File: config.mk
export PLATFORM = sky130hd
export DESIGN_NAME = sbme_byte_alu
export DESIGN_NICKNAME = d
export VERILOG_FILES = /design/src/rtl/core/sbme_pkg.sv /design/src/rtl/core/sbme_byte_alu.sv
export SDC_FILE = /design/constraint.sdc
export NUM_CORES = 1
export LEC_CHECK = 0
export BUFFER_PORTS_ARGS = -buffer_cell sky130_fd_sc_hd__clkbuf_2
export CAP_MARGIN = 25
export CORE_ASPECT_RATIO = 1.75
export CORE_UTILIZATION = 30
export DETAILED_ROUTE_END_ITERATION = 10
export PLACE_DENSITY_LB_ADDON = 0.1
export SYNTH_ARGS = -nofsm -noshare
export SYNTH_HDL_FRONTEND = slang
export SYNTH_SLANG_ARGS = --single-unit
File: constraint.sdc
create_clock -name vclk -period 2.5
set_input_delay 0.375 -clock vclk [all_inputs]
set_output_delay 0.375 -clock vclk [all_outputs]
set_load 0.05 [all_outputs]
File: src/rtl/core/sbme_pkg.sv
`default_nettype none

package sbme_pkg;

  localparam int STORE_DEPTH_DEF = 65536;

  localparam int POS_W  = 16;
  localparam int LEN_W  = 17;
  localparam int CNT_W  = 17;
  localparam int BYTE_W = 8;
  localparam int RND_W  = 32;
  localparam int IDX_W  = 3;
  localparam int MODE_W = 4;
  localparam int OPC_W  = 2;

  localparam logic [MODE_W-1:0] MODE_SHIFT  = 4'd0;
  localparam logic [MODE_W-1:0] MODE_SWAP   = 4'd1;
  localparam logic [MODE_W-1:0] MODE_ADD    = 4'd2;
  localparam logic [MODE_W-1:0] MODE_SET    = 4'd3;
  localparam logic [MODE_W-1:0] MODE_RANDOM = 4'd4;
  localparam logic [MODE_W-1:0] MODE_ROTL   = 4'd5;
  localparam logic [MODE_W-1:0] MODE_ROTR   = 4'd6;
  localparam logic [MODE_W-1:0] MODE_AND    = 4'd7;
  localparam logic [MODE_W-1:0] MODE_OR     = 4'd8;
  localparam logic [MODE_W-1:0] MODE_XOR    = 4'd9;
  localparam logic [MODE_W-1:0] MODE_NOT    = 4'd10;
  localparam logic [MODE_W-1:0] MODE_NONE   = 4'd11;

  localparam logic [OPC_W-1:0] OP_WRITE = 2'd0;
  localparam logic [OPC_W-1:0] OP_READ  = 2'd1;
  localparam logic [OPC_W-1:0] OP_RUN   = 2'd2;

  localparam logic [IDX_W-1:0] REG_MODE    = 3'd0;
  localparam logic [IDX_W-1:0] REG_OPERAND = 3'd1;
  localparam logic [IDX_W-1:0] REG_START   = 3'd2;
  localparam logic [IDX_W-1:0] REG_END     = 3'd3;
  localparam logic [IDX_W-1:0] REG_STRIDE  = 3'd4;
  localparam logic [IDX_W-1:0] REG_SEED    = 3'd5;

  typedef struct packed {
    logic [MODE_W-1:0] mode;
    logic [POS_W-1:0]  operand;
    logic [POS_W-1:0]  start_pos;
    logic [LEN_W-1:0]  end_pos;
    logic [POS_W-1:0]  stride;
  } cfg_t;

  typedef struct packed {
    logic [LEN_W-1:0] sum;
    logic             below_len;
    logic             below_end;
  } pos_res_t;

  function automatic logic [RND_W-1:0] xorshift32(input logic [RND_W-1:0] v);
    logic [RND_W-1:0] x;
    x = v;
    x = x ^ (x << 13);
    x = x ^ (x >> 17);
    x = x ^ (x << 5);
    return x;
  endfunction

endpackage

`default_nettype wire

File: src/rtl/core/sbme_byte_alu.sv
`default_nettype none

module sbme_byte_alu (
  input  wire logic [sbme_pkg::MODE_W-1:0] mode_i,
  input  wire logic [sbme_pkg::POS_W-1:0]  operand_i,
  input  wire logic [sbme_pkg::BYTE_W-1:0] din_i,
  output logic      [sbme_pkg::BYTE_W-1:0] dout_o
);
  import sbme_pkg::*;

  logic [BYTE_W-1:0] k;
  logic [2:0]        n;
  logic [2:0]        nr;
  logic [2*BYTE_W-1:0] dbl;
  logic [2*BYTE_W-1:0] shl;
  logic [2*BYTE_W-1:0] shr;

  assign k   = operand_i[BYTE_W-1:0];
  assign n   = operand_i[2:0];
  assign nr  = 3'd0 - n;
  assign dbl = {din_i, din_i};
  assign shl = dbl << n;
  assign shr = dbl << nr;

  always_comb begin
    unique case (mode_i)
      MODE_ADD:  dout_o = din_i + k;
      MODE_SET:  dout_o = k;
      MODE_ROTL: dout_o = shl[2*BYTE_W-1:BYTE_W];
      MODE_ROTR: dout_o = shr[2*BYTE_W-1:BYTE_W];
      MODE_AND:  dout_o = din_i & k;
      MODE_OR:   dout_o = din_i | k;
      MODE_XOR:  dout_o = din_i ^ k;
      MODE_NOT:  dout_o = ~din_i;
      default:   dout_o = din_i;
    endcase
  end

endmodule

`default_nettype wire

==> impl_metrics.tcl <==
set metrics [dict create \
    outcome "finished with violations" \
    violations "setup timing" \
    drc 0 \
    crit_path_top_delay_cell "a211o_1" \
    post-route-cell-area_um2 2820 \
    grt_first_pass_wirelength_um 11000 \
    seq_cells 0 \
    fin_crit_sh 1.06 \
    postSynthCellCount 233 \
    layoutNonFillerInstCount 397 \
    grt.total_usage 0.241 \
    syn_avg_cell_area_um2 7.28 \
    layout_commonest_cell "buf_4" \
    slew_violations 0 \
    crit_start "operand_i[0]" \
    nClkBuffers 0 \
    ff_latch_area_um2 0 \
    gr-total-overflow 0 \
    routedWlPerCell_um 17.4 \
    cp-end-kind "output port" \
    worstPathRequired_ns 2.12 \
    crit_arrival_ns 2.27 \
    syn_area_um2 1700 \
    min_path_cells 4 \
    drtAntennaViolNets 0 \
    drv_cap 0 \
    max_freq_ghz 0.378 \
    crit_path_cell_trace "clkbuf_8, ha_4, buf_6, a211o_1, a211oi_2, buf_4, or2_4, mux2_4, a21oi_2, a31oi_2, clkbuf_8" \
    final.setup.worst_slack_ns -0.148 \
    core_area_um2 5340 \
    grt_pass1_vias 2216 \
    ir_drop_v 0.000105 \
    drive_gt1_frac 0.474 \
    row_count 35 \
    antenna_found_initial 0 \
    dieArea_um2 5970 \
    cts_hold_buf 0 \
    drt_iter0_drc 83 \
    synth_top_family_by_area "compound AO/OA/AOI/OAI gates" \
    firstDrtPassIters 4 \
    path_max_fanout 3 \
    viasPerCell 5.49 \
    fp.dieW_um 58.8 \
    synth_compound_area_frac 0.330 \
    areaGrowthSynthToFinish_pct 66.5 \
    start_util 0.317 \
    io_buffers 28 \
    min_period_ns 2.65 \
    synth_xor_area_frac 0.0428 \
    grt_max_degree 15 \
    hold_viol_final 0 \
    critPathMaxStageDelay_ns 0.31 \
    tightest_slew_ns 0.316 \
    die_h_um 101 \
    finalSetupTns_ns -0.786 \
    layout_common_cells "buf_4, nand2_1, inv_1, nor2_1, clkbuf_2" \
    synthesis.nets 279 \
    slew_headroom 0.788 \
    hp-class "in -> out" \
    dp.cells 395 \
    synthSimpleGateAreaFrac 0.228 \
    place_area_um2 2490 \
    yosys_warnings 0 \
    rsz0062_at_grt "true" \
    fin_nets 371 \
    gp_congestion 0.853 \
    cp_common_cell "clkbuf_8" \
    cp-start-kind "input port" \
    yosysUniqueCellTypes 53 \
    ios 36 \
    setup_violations 8 \
    place_hpwl_um 5690 \
    leakage_nw 1.27 \
    crit_end "dout_o[5]" \
    wirelength_um 6900 \
    dr_total_vias 2180 \
    powerDensity_nw_per_um2 233 \
    synth_fa_ha_area_frac 0.137 \
    synth_mux_area_frac 0.169 \
    diodes 0 \
    path_class "in -> out" \
    seq_area_frac_synth 0 \
]
Yosys cell counts (3+ instances only):
cell      number  area [um2]
nand2_1       20        75.1
o22ai_1        3        18.8
buf_4          3        22.5
a21oi_1       16        80.1
a22o_1         3        26.3
a211oi_1       6        45.0
clkbuf_1       8        30.0
and2_1         4        25.0
o21a_1         3        22.5
nor2_1        19        71.3
o21ai_0       12        60.1
o21ai_1        4        20.0
nor4_1         4        25.0
mux4_2         4        90.1
nand2b_1       9        56.3
a221oi_1       6        52.6
nor3b_1        3        22.5
ha_1          17         213
a311oi_1       3        26.3
mux2i_1       11         110
a22oi_1        3        22.5
nor3_1         4        20.0
a221o_1        5        50.1
a21o_1         3        22.5
inv_1         20        75.1
buf_2          3        15.0
a31oi_1        4        25.0
how the worst min path moves through the flow:
stage               startpoint         to  slack [ns]
finish                din_i[7]  dout_o[7]        1.31
global route          din_i[7]  dout_o[7]        1.32
CTS                   din_i[7]  dout_o[7]        1.32
detailed placement    din_i[7]  dout_o[7]        1.39
global placement      din_i[7]  dout_o[7]        1.37
floorplan             din_i[5]  dout_o[5]        0.99
where the power goes:
group	total (mW)	internal (mW)	switching (mW)
Sequential	0	0	0
Combinational	0.659	0.318	0.341
Clock	0	0	0
per-stage QoR:
stage / power [mW] / util / hold WS, ns / setup slack (ns)
floorplan: 0.335 / - / 0.993 / -0.217
global placement: 0.550 / 0.466 / 1.37 / -0.325
detailed placement: 0.551 / 0.466 / 1.39 / -0.350
CTS: 0.634 / 0.520 / 1.32 / -0.138
global route: 0.702 / 0.528 / 1.32 / -0.234
finish: 0.659 / 0.528 / 1.31 / -0.148
worst max-delay path, delay by kind of cell:
family	cells	cell delay [ns]
buffers and inverters	4	0.57
and+or+nand+nor	1	0.11
adders and majority gates	1	0.16
muxes	1	0.29
AOI/OAI and AO/OA	4	0.77
timing repair:
item	in CTS	in global routing
gates resized for setup	58	15
buffers inserted	2	0
pin swaps	14	9
cloned	0	0
setup endpoints to repair	8	8
metal layers:
layer	part of all wire	routed length, um	vias up	global-route usage
met5	0	0	-	0
met4	0.047	327	0	0.0916
met3	0.021	142	20	0.00639
met2	0.56	3840	50	0.476
met1	0.38	2590	1054	0.258
li1	-	-	1056	-
logic make-up after synthesis:
logic type / Yosys count
mux: 20
compound gates: 81
buf+inv: 36
fa+ha+maj: 18
simple gates: 74
xor+xnor: 4
cell type report:
type               instances  area (um2)
repair buffers           106         885
multi-input cells        197        1770
fillers                  550        2520
inverters                 20        77.6
well taps                 74        92.6
No activity file was read; power rests on OpenSTA's default activity.
