`config.mk`:
```
export PLATFORM = sky130hd
export DESIGN_NAME = sbme_pos_unit
export DESIGN_NICKNAME = d
export VERILOG_FILES = /design/src/rtl/core/sbme_pkg.sv /design/src/rtl/core/sbme_pos_unit.sv
export SDC_FILE = /design/constraint.sdc
export NUM_CORES = 1
export LEC_CHECK = 0
export BUFFER_PORTS_ARGS = -buffer_cell sky130_fd_sc_hd__buf_2
export CORE_ASPECT_RATIO = 0.9
export CORE_MARGIN = 5
export CORE_UTILIZATION = 35
export DETAILED_ROUTE_END_ITERATION = 6
export PLACE_DENSITY = 0.64
export SLEW_MARGIN = 20
export SYNTH_ARGS = -nofsm -noshare
export SYNTH_HDL_FRONTEND = slang
export SYNTH_SLANG_ARGS = --single-unit
```
`constraint.sdc`:
```
create_clock -name vclk -period 4.3
set_input_delay 0.86 -clock vclk [all_inputs]
set_output_delay 0.86 -clock vclk [all_outputs]
set_load 0.01 [all_outputs]
```
`src/rtl/core/sbme_pkg.sv`:
```
`default_nettype none

package sbme_pkg;

  localparam int STORE_DEPTH_DEF = 65536;

  localparam int POS_W  = 16;
  localparam int LEN_W  = 17;
  localparam int CNT_W  = 17;
  localparam int BYTE_W = 8;
  localparam int RND_W  = 32;
  localparam int IDX_W  = 3;
  localparam int MODE_W = 4;
  localparam int OPC_W  = 2;

  localparam logic [MODE_W-1:0] MODE_SHIFT  = 4'd0;
  localparam logic [MODE_W-1:0] MODE_SWAP   = 4'd1;
  localparam logic [MODE_W-1:0] MODE_ADD    = 4'd2;
  localparam logic [MODE_W-1:0] MODE_SET    = 4'd3;
  localparam logic [MODE_W-1:0] MODE_RANDOM = 4'd4;
  localparam logic [MODE_W-1:0] MODE_ROTL   = 4'd5;
  localparam logic [MODE_W-1:0] MODE_ROTR   = 4'd6;
  localparam logic [MODE_W-1:0] MODE_AND    = 4'd7;
  localparam logic [MODE_W-1:0] MODE_OR     = 4'd8;
  localparam logic [MODE_W-1:0] MODE_XOR    = 4'd9;
  localparam logic [MODE_W-1:0] MODE_NOT    = 4'd10;
  localparam logic [MODE_W-1:0] MODE_NONE   = 4'd11;

  localparam logic [OPC_W-1:0] OP_WRITE = 2'd0;
  localparam logic [OPC_W-1:0] OP_READ  = 2'd1;
  localparam logic [OPC_W-1:0] OP_RUN   = 2'd2;

  localparam logic [IDX_W-1:0] REG_MODE    = 3'd0;
  localparam logic [IDX_W-1:0] REG_OPERAND = 3'd1;
  localparam logic [IDX_W-1:0] REG_START   = 3'd2;
  localparam logic [IDX_W-1:0] REG_END     = 3'd3;
  localparam logic [IDX_W-1:0] REG_STRIDE  = 3'd4;
  localparam logic [IDX_W-1:0] REG_SEED    = 3'd5;

  typedef struct packed {
    logic [MODE_W-1:0] mode;
    logic [POS_W-1:0]  operand;
    logic [POS_W-1:0]  start_pos;
    logic [LEN_W-1:0]  end_pos;
    logic [POS_W-1:0]  stride;
  } cfg_t;

  typedef struct packed {
    logic [LEN_W-1:0] sum;
    logic             below_len;
    logic             below_end;
  } pos_res_t;

  function automatic logic [RND_W-1:0] xorshift32(input logic [RND_W-1:0] v);
    logic [RND_W-1:0] x;
    x = v;
    x = x ^ (x << 13);
    x = x ^ (x >> 17);
    x = x ^ (x << 5);
    return x;
  endfunction

endpackage

`default_nettype wire

```
`src/rtl/core/sbme_pos_unit.sv`:
```
`default_nettype none

module sbme_pos_unit (
  input  wire logic [sbme_pkg::POS_W-1:0] base_i,
  input  wire logic [sbme_pkg::POS_W-1:0] addend_i,
  input  wire logic [sbme_pkg::LEN_W-1:0] len_i,
  input  wire logic [sbme_pkg::LEN_W-1:0] end_pos_i,
  output sbme_pkg::pos_res_t              res_o
);
  import sbme_pkg::*;

  logic [LEN_W-1:0] sum;

  assign sum             = {1'b0, base_i} + {1'b0, addend_i};
  assign res_o.sum       = sum;
  assign res_o.below_len = sum < len_i;
  assign res_o.below_end = {1'b0, base_i} < end_pos_i;

endmodule

`default_nettype wire

```
==> flow_metrics.py, run 1 <==
metrics = {
    "timing": {
        "fin_crit_sh_pct": 98.30,
        "rsz0062_at_grt": "true",
        "drv_slew": 0,
        "finalSetupViolCount": 0,
        "final.min_clock_period_ps": 4227,
        "setup_tns_ps": 0,
        "fmax_mhz": 236.6,
        "max_slew_margin_pct": 78.29,
        "worst_slack_ps": 73.22,
        "hold_violations": 0,
        "tightest_slew_ps": 322.3,
    },
    "power_and_ir_drop": {
        "power_leakage_uw": 0.001334,
        "ir_worst_vdd_mv": 0.05002,
        "total_power_uw": 380.2,
        "power_density_nw_per_um2": 160.3,
    },
    "run_status": {
        "status": "finished clean",
    },
    "layout": {
        "drive_above_1_share_pct": 39.06,
        "antenna_cells": 0,
        "ff_latch_area_sq_um": 0,
        "finalNonFillerCells": 382,
        "num-nets-final": 436,
        "fin_util_pct": 52.81,
        "syn2layout_area_growth_pct": 45.77,
        "seq_cell_count": 0,
        "clkbuf_count": 0,
    },
    "floorplanning": {
        "core_area_sq_um": 4489,
        "die_area_sq_um": 6112,
        "start_util_pct": 36.23,
        "die_x_um": 81.86,
        "io_pins": 85,
        "rows": 23,
        "fp.dieH_um": 74.67,
    },
    "grt": {
        "gr-usage-all-layers_pct": 14.37,
        "grt_use_met3_pct": 0.9569,
        "grt.met1_usage_pct": 20.82,
        "grt_first_pass_wirelength_um": 7307,
        "grt.met2_usage_pct": 24.22,
        "grt-busiest-layer": "met2",
        "overflow": 0,
        "first_global_vias": 1764,
        "antenna_found_initial": 0,
        "grt_max_degree": 11,
    },
    "placed_design": {
        "dp_hpwl_um": 4142,
        "port_buffers": 85,
        "pre_cts_slack_ps": -199.8,
        "place_inst": 378,
        "finalWeightedCongestion": 0.7894,
    },
    "critical_path": {
        "crit_fanout": 5,
        "cp-start-kind": "input port",
        "endpoint_kind": "primary output",
        "cp.required_ps": 3440,
        "worstPathArrival_ps": 3370,
        "path_class": "input port to primary output",
    },
    "synthesis": {
        "synth.avg_cell_area_sq_um": 7.530,
        "synth_nets": 330,
        "ys_warn_count": 0,
        "yosysSeqAreaShare_pct": 0,
        "syn-cell-area_sq_um": 1627,
        "synth.distinct_cells": 49,
        "syn-instance-count": 216,
    },
    "routing": {
        "first_pass_iters": 4,
        "ant_nets": 0,
        "wl_per_cell_um": 12.15,
        "dr_total_vias": 1852,
        "vias_per_cell": 4.848,
        "drc": 0,
        "drt_iter0_drc": 73,
        "wirelength_um": 4642,
    },
    "worst_hold_path": {
        "min_path_type": "input port to primary output",
        "hold_path_depth": 3,
        "min_from": "end_pos_i[16]",
        "holdPathEnd": "res_o[0]",
    },
    "clock_network": {
        "postCtsHoldBufs": 0,
    },
    "flow_run": {
        "cap_violations": 0,
    },
}
[worst max-delay path by stage]
stage                          from        to  slack [ps]  cells past startpoint
after global placement    base_i[0]  res_o[1]        -120                     15
after detailed placement  base_i[0]  res_o[1]        -200                     15
after CTS                 base_i[0]  res_o[1]         0.2                     15
final                     base_i[0]  res_o[1]          70                     15
after floorplan           base_i[0]  res_o[1]         0.2                     13
after global routing      base_i[1]  res_o[1]        -100                     14
[final cells by class]
cell class | count | area, sq um
Fill cell | 464 | 2118
Multi-Input combinational cell | 177 | 1544
Timing Repair Buffer | 109 | 621.8
Inverter | 34 | 127.6
Tap cell | 62 | 77.57
[repair_timing]
item / 4_1_cts / 5_1_grt
hold endpoints to repair: 0 / 0
gates resized for setup: 10 / 8
endpoints found under the setup margin: 1 / 1
buffers inserted: 1 / 3
pin swaps: 6 / 13
[power by group]
part,switching [uW],internal (uW),total (uW)
sequential,0,0,0
combinational,190,190,380
clock,0,0,0
[kinds of logic after synthesis]
family	count (synthesis)	share of synthesized area (%)
adders and majority gates	48	37.38
AOI/OAI and AO/OA	74	32.77
buffers and inverters	39	9.154
muxes	1	0.6154
xor gates and xnor gates	10	5.385
and+or+nand+nor	44	14.69
[stage by stage]
step           instance area (sq um)  hold slack (ps)
2_1_floorplan                   1627             1856
3_3_place_gp                    2258             2016
3_5_place_dp                    2258             2007
4_1_cts                         2307             2010
5_1_grt                         2371             2021
6_report                        2371             2008
[cell usage in the layout (no fill, tap or decap), types with 3 or more instances in the layout]
master and count:
nor2_1 8, a21oi_1 17, nor2b_1 5, buf_4 24, nor3b_1 3, nand4_1 5, a21o_1 13, nand2_1 8
o21ai_0 8, buf_2 83, ha_1 44, xnor2_1 7, o211ai_1 4, inv_1 34, a211oi_1 3, nand3_1 5
[layer usage]
layer | wire length, um | vias up
li1 | - | 1006
met1 | 2230 | 800
met2 | 2164 | 42
met3 | 212 | 4
met4 | 35 | 0
met5 | 0 | -
[worst max-delay path: stages]
cell	delay, ps
buf_8	100
ha_4	150
fa_2	340
a21o_1	190
nand3_2	100
a31oi_4	110
a41o_1	290
xor2_2	160
ha_1	300
a21o_1	170
a21o_1	160
a21oi_2	120
o21ai_1	60
a21oi_1	100
buf_2	140
[cells in the mapped netlist, drive strengths merged, types with 2 or more instances]
master	number	area [sq um]
a31oi	3	40.04
nor2b	5	31.28
o21ai	11	58.80
nand2	8	30.03
nand4	5	31.28
ha	47	588.1
o211ai	5	42.54
xor2	3	26.28
clkbuf	3	11.26
o21a	2	15.01
nand3b	2	15.01
inv	34	127.6
a21oi	20	103.9
o2111ai	2	17.52
a21o	13	97.59
nand3	6	30.03
xnor2	7	61.31
a211oi	4	35.03
a311o	2	20.02
nor3b	3	22.52
a211o	2	17.52
nor2	8	30.03
buf	2	10.01
Power figures use the tool's default switching activity.
==> inputs of run 2 (changes only) <==
- BUFFER_PORTS_ARGS: -buffer_cell sky130_fd_sc_hd__buf_2 -> -buffer_cell sky130_fd_sc_hd__buf_4
- SETUP_SLACK_MARGIN: default -> 0.15
==> run 2 against run 1 <==
Effect of this change:
- via count stayed put
- utilization is 5.1 points higher
- first-iteration DRC count is 40% lower
- cell count is 0.26% lower
- combinational power is 11% higher
- sequential share of layout area stayed put
- design area is 9.6% higher
- routed wire length is 0.43% higher
- critical path depth stayed put
- clock-buffer cell count stayed put
- non-clock buffer count is 1 lower
- flip-flop and latch count stayed put
- largest cell class unchanged
==> flow_metrics.py, run 2 (same netlist as run 1, synthesis figures left out) <==
metrics = {
    "worst_hold_path": {
        "hold_path_depth": 3,
        "min_from": "end_pos_i[16]",
        "min_path_type": "input port to primary output",
        "holdPathEnd": "res_o[0]",
    },
    "power_and_ir_drop": {
        "ir_worst_vdd_mv": 0.05258,
        "power_density_nw_per_um2": 161.8,
        "power_leakage_uw": 0.001416,
        "total_power_uw": 420.6,
    },
    "floorplanning": {
        "core_area_sq_um": 4489,
        "die_area_sq_um": 6112,
        "start_util_pct": 36.23,
        "fp.dieH_um": 74.67,
        "die_x_um": 81.86,
        "rows": 23,
        "io_pins": 85,
    },
    "flow_run": {
        "cap_violations": 0,
    },
    "critical_path": {
        "slowest_delay_ps": 340,
        "critPathBufInv": 2,
        "crit_fanout": 5,
        "critical_path.cell_chain": "buf_8 -> ha_4 -> fa_2 -> a21o_1 -> nand3_2 -> a31oi_4 -> a41o_1 -> xor2_2 -> ha_1 -> a21o_1 -> a21o_1 -> a21oi_1 -> o21ai_1 -> a21oi_1 -> buf_4",
        "crit_slowest_cell": "fa_2",
        "cp.required_ps": 3440,
        "worstPathArrival_ps": 3330,
        "path_class": "input port to primary output",
        "cp-start-kind": "input port",
        "critical_path.top_delay_family": "compound AO/OA/AOI/OAI gates",
        "endpoint_kind": "primary output",
        "crit_top_cell": "a21o_1",
    },
    "layout": {
        "syn2layout_area_growth_pct": 59.77,
        "clkbuf_count": 0,
        "num-nets-final": 435,
        "drive_above_1_share_pct": 40.44,
        "antenna_cells": 0,
        "final_cell_mix": "buf_4, ha_1, inv_1, a21oi_1, a21o_1",
        "seq_cell_count": 0,
        "ff_latch_area_sq_um": 0,
        "final_common_cell": "buf_4",
    },
    "timing": {
        "fin_crit_sh_pct": 97.53,
        "tightest_slew_ps": 324.4,
        "hold_violations": 0,
        "final.min_clock_period_ps": 4194,
        "finalSetupViolCount": 0,
        "setup_tns_ps": 0,
        "fmax_mhz": 238.4,
        "max_slew_margin_pct": 78.14,
        "drv_slew": 0,
        "rsz0062_at_grt": "true",
        "worst_slack_ps": 106.1,
    },
    "run_status": {
        "status": "finished clean",
    },
    "routing": {
        "drt_iter0_drc": 44,
        "first_pass_iters": 4,
        "ant_nets": 0,
        "wirelength_um": 4662,
        "wl_per_cell_um": 12.24,
        "vias_per_cell": 4.861,
        "dr_total_vias": 1852,
        "drc": 0,
    },
    "clock_network": {
        "postCtsHoldBufs": 0,
    },
    "placed_design": {
        "finalWeightedCongestion": 0.8428,
        "pre_cts_slack_ps": -89.37,
        "dp_hpwl_um": 4192,
        "port_buffers": 85,
    },
    "grt": {
        "antenna_found_initial": 0,
        "grt_first_pass_wirelength_um": 7617,
        "gr-usage-all-layers_pct": 15.00,
        "first_global_vias": 1747,
        "grt_max_degree": 11,
        "overflow": 0,
    },
}
run 2: worst max-delay path by stage:
| stage | startpoint | endpoint | slack [ps] | cells after the start |
|---|---|---|---|---|
| floorplan | base_i[0] | res_o[1] | 170 | 13 |
| global placement | base_i[0] | res_o[1] | -50 | 15 |
| detailed placement | base_i[0] | res_o[1] | -90 | 15 |
| CTS | base_i[0] | res_o[1] | 110 | 15 |
| global route | base_i[0] | res_o[1] | -70 | 15 |
| finish | base_i[0] | res_o[1] | 110 | 15 |
run 2: worst min-delay path, delay by kind of cell:
kind	cells	cell delay [ps]
compound gates	1	100
buf+inv	2	190
run 2: routing by layer:
| metal | global-route usage [%] | routed length [um] | vias to the layer above |
|---|---|---|---|
| met5 | 0 | 0 | - |
| met4 | 1.476 | 35 | 0 |
| met3 | 1.077 | 225 | 4 |
| met2 | 25.02 | 2131 | 43 |
| met1 | 21.92 | 2269 | 796 |
| li1 | - | - | 1009 |
run 2: where the power goes:
group	leakage [uW]	switching (uW)	total, uW	internal (uW)
registers	0	0	0	0
logic	0.00142	193	421	227
clock network	0	0	0	0
run 2: layout make-up:
class / count / area (sq um)
multi-input cells: 177 / 1572
fillers: 458 / 1891
repair buffers: 108 / 822.0
inverters: 34 / 127.6
well taps: 62 / 77.57
run 2: metrics by stage:
stage                     utilization (%)  cell area (sq um)  hold WS (ps)  cells
after floorplan                         -               1644          1856    216
after global routing                57.89               2599          2015    381
after CTS                           57.19               2567          2009    381
after detailed placement            55.27               2481          2009    377
final                               57.89               2599          2012    381
after global placement              55.27               2481          2011    377
run 2: timing repair:
action | 4_1_cts | 5_1_grt
setup endpoints to repair | 1 | 1
setup buffers | 4 | 0
pin swaps | 14 | 3
resized for setup | 11 | 8
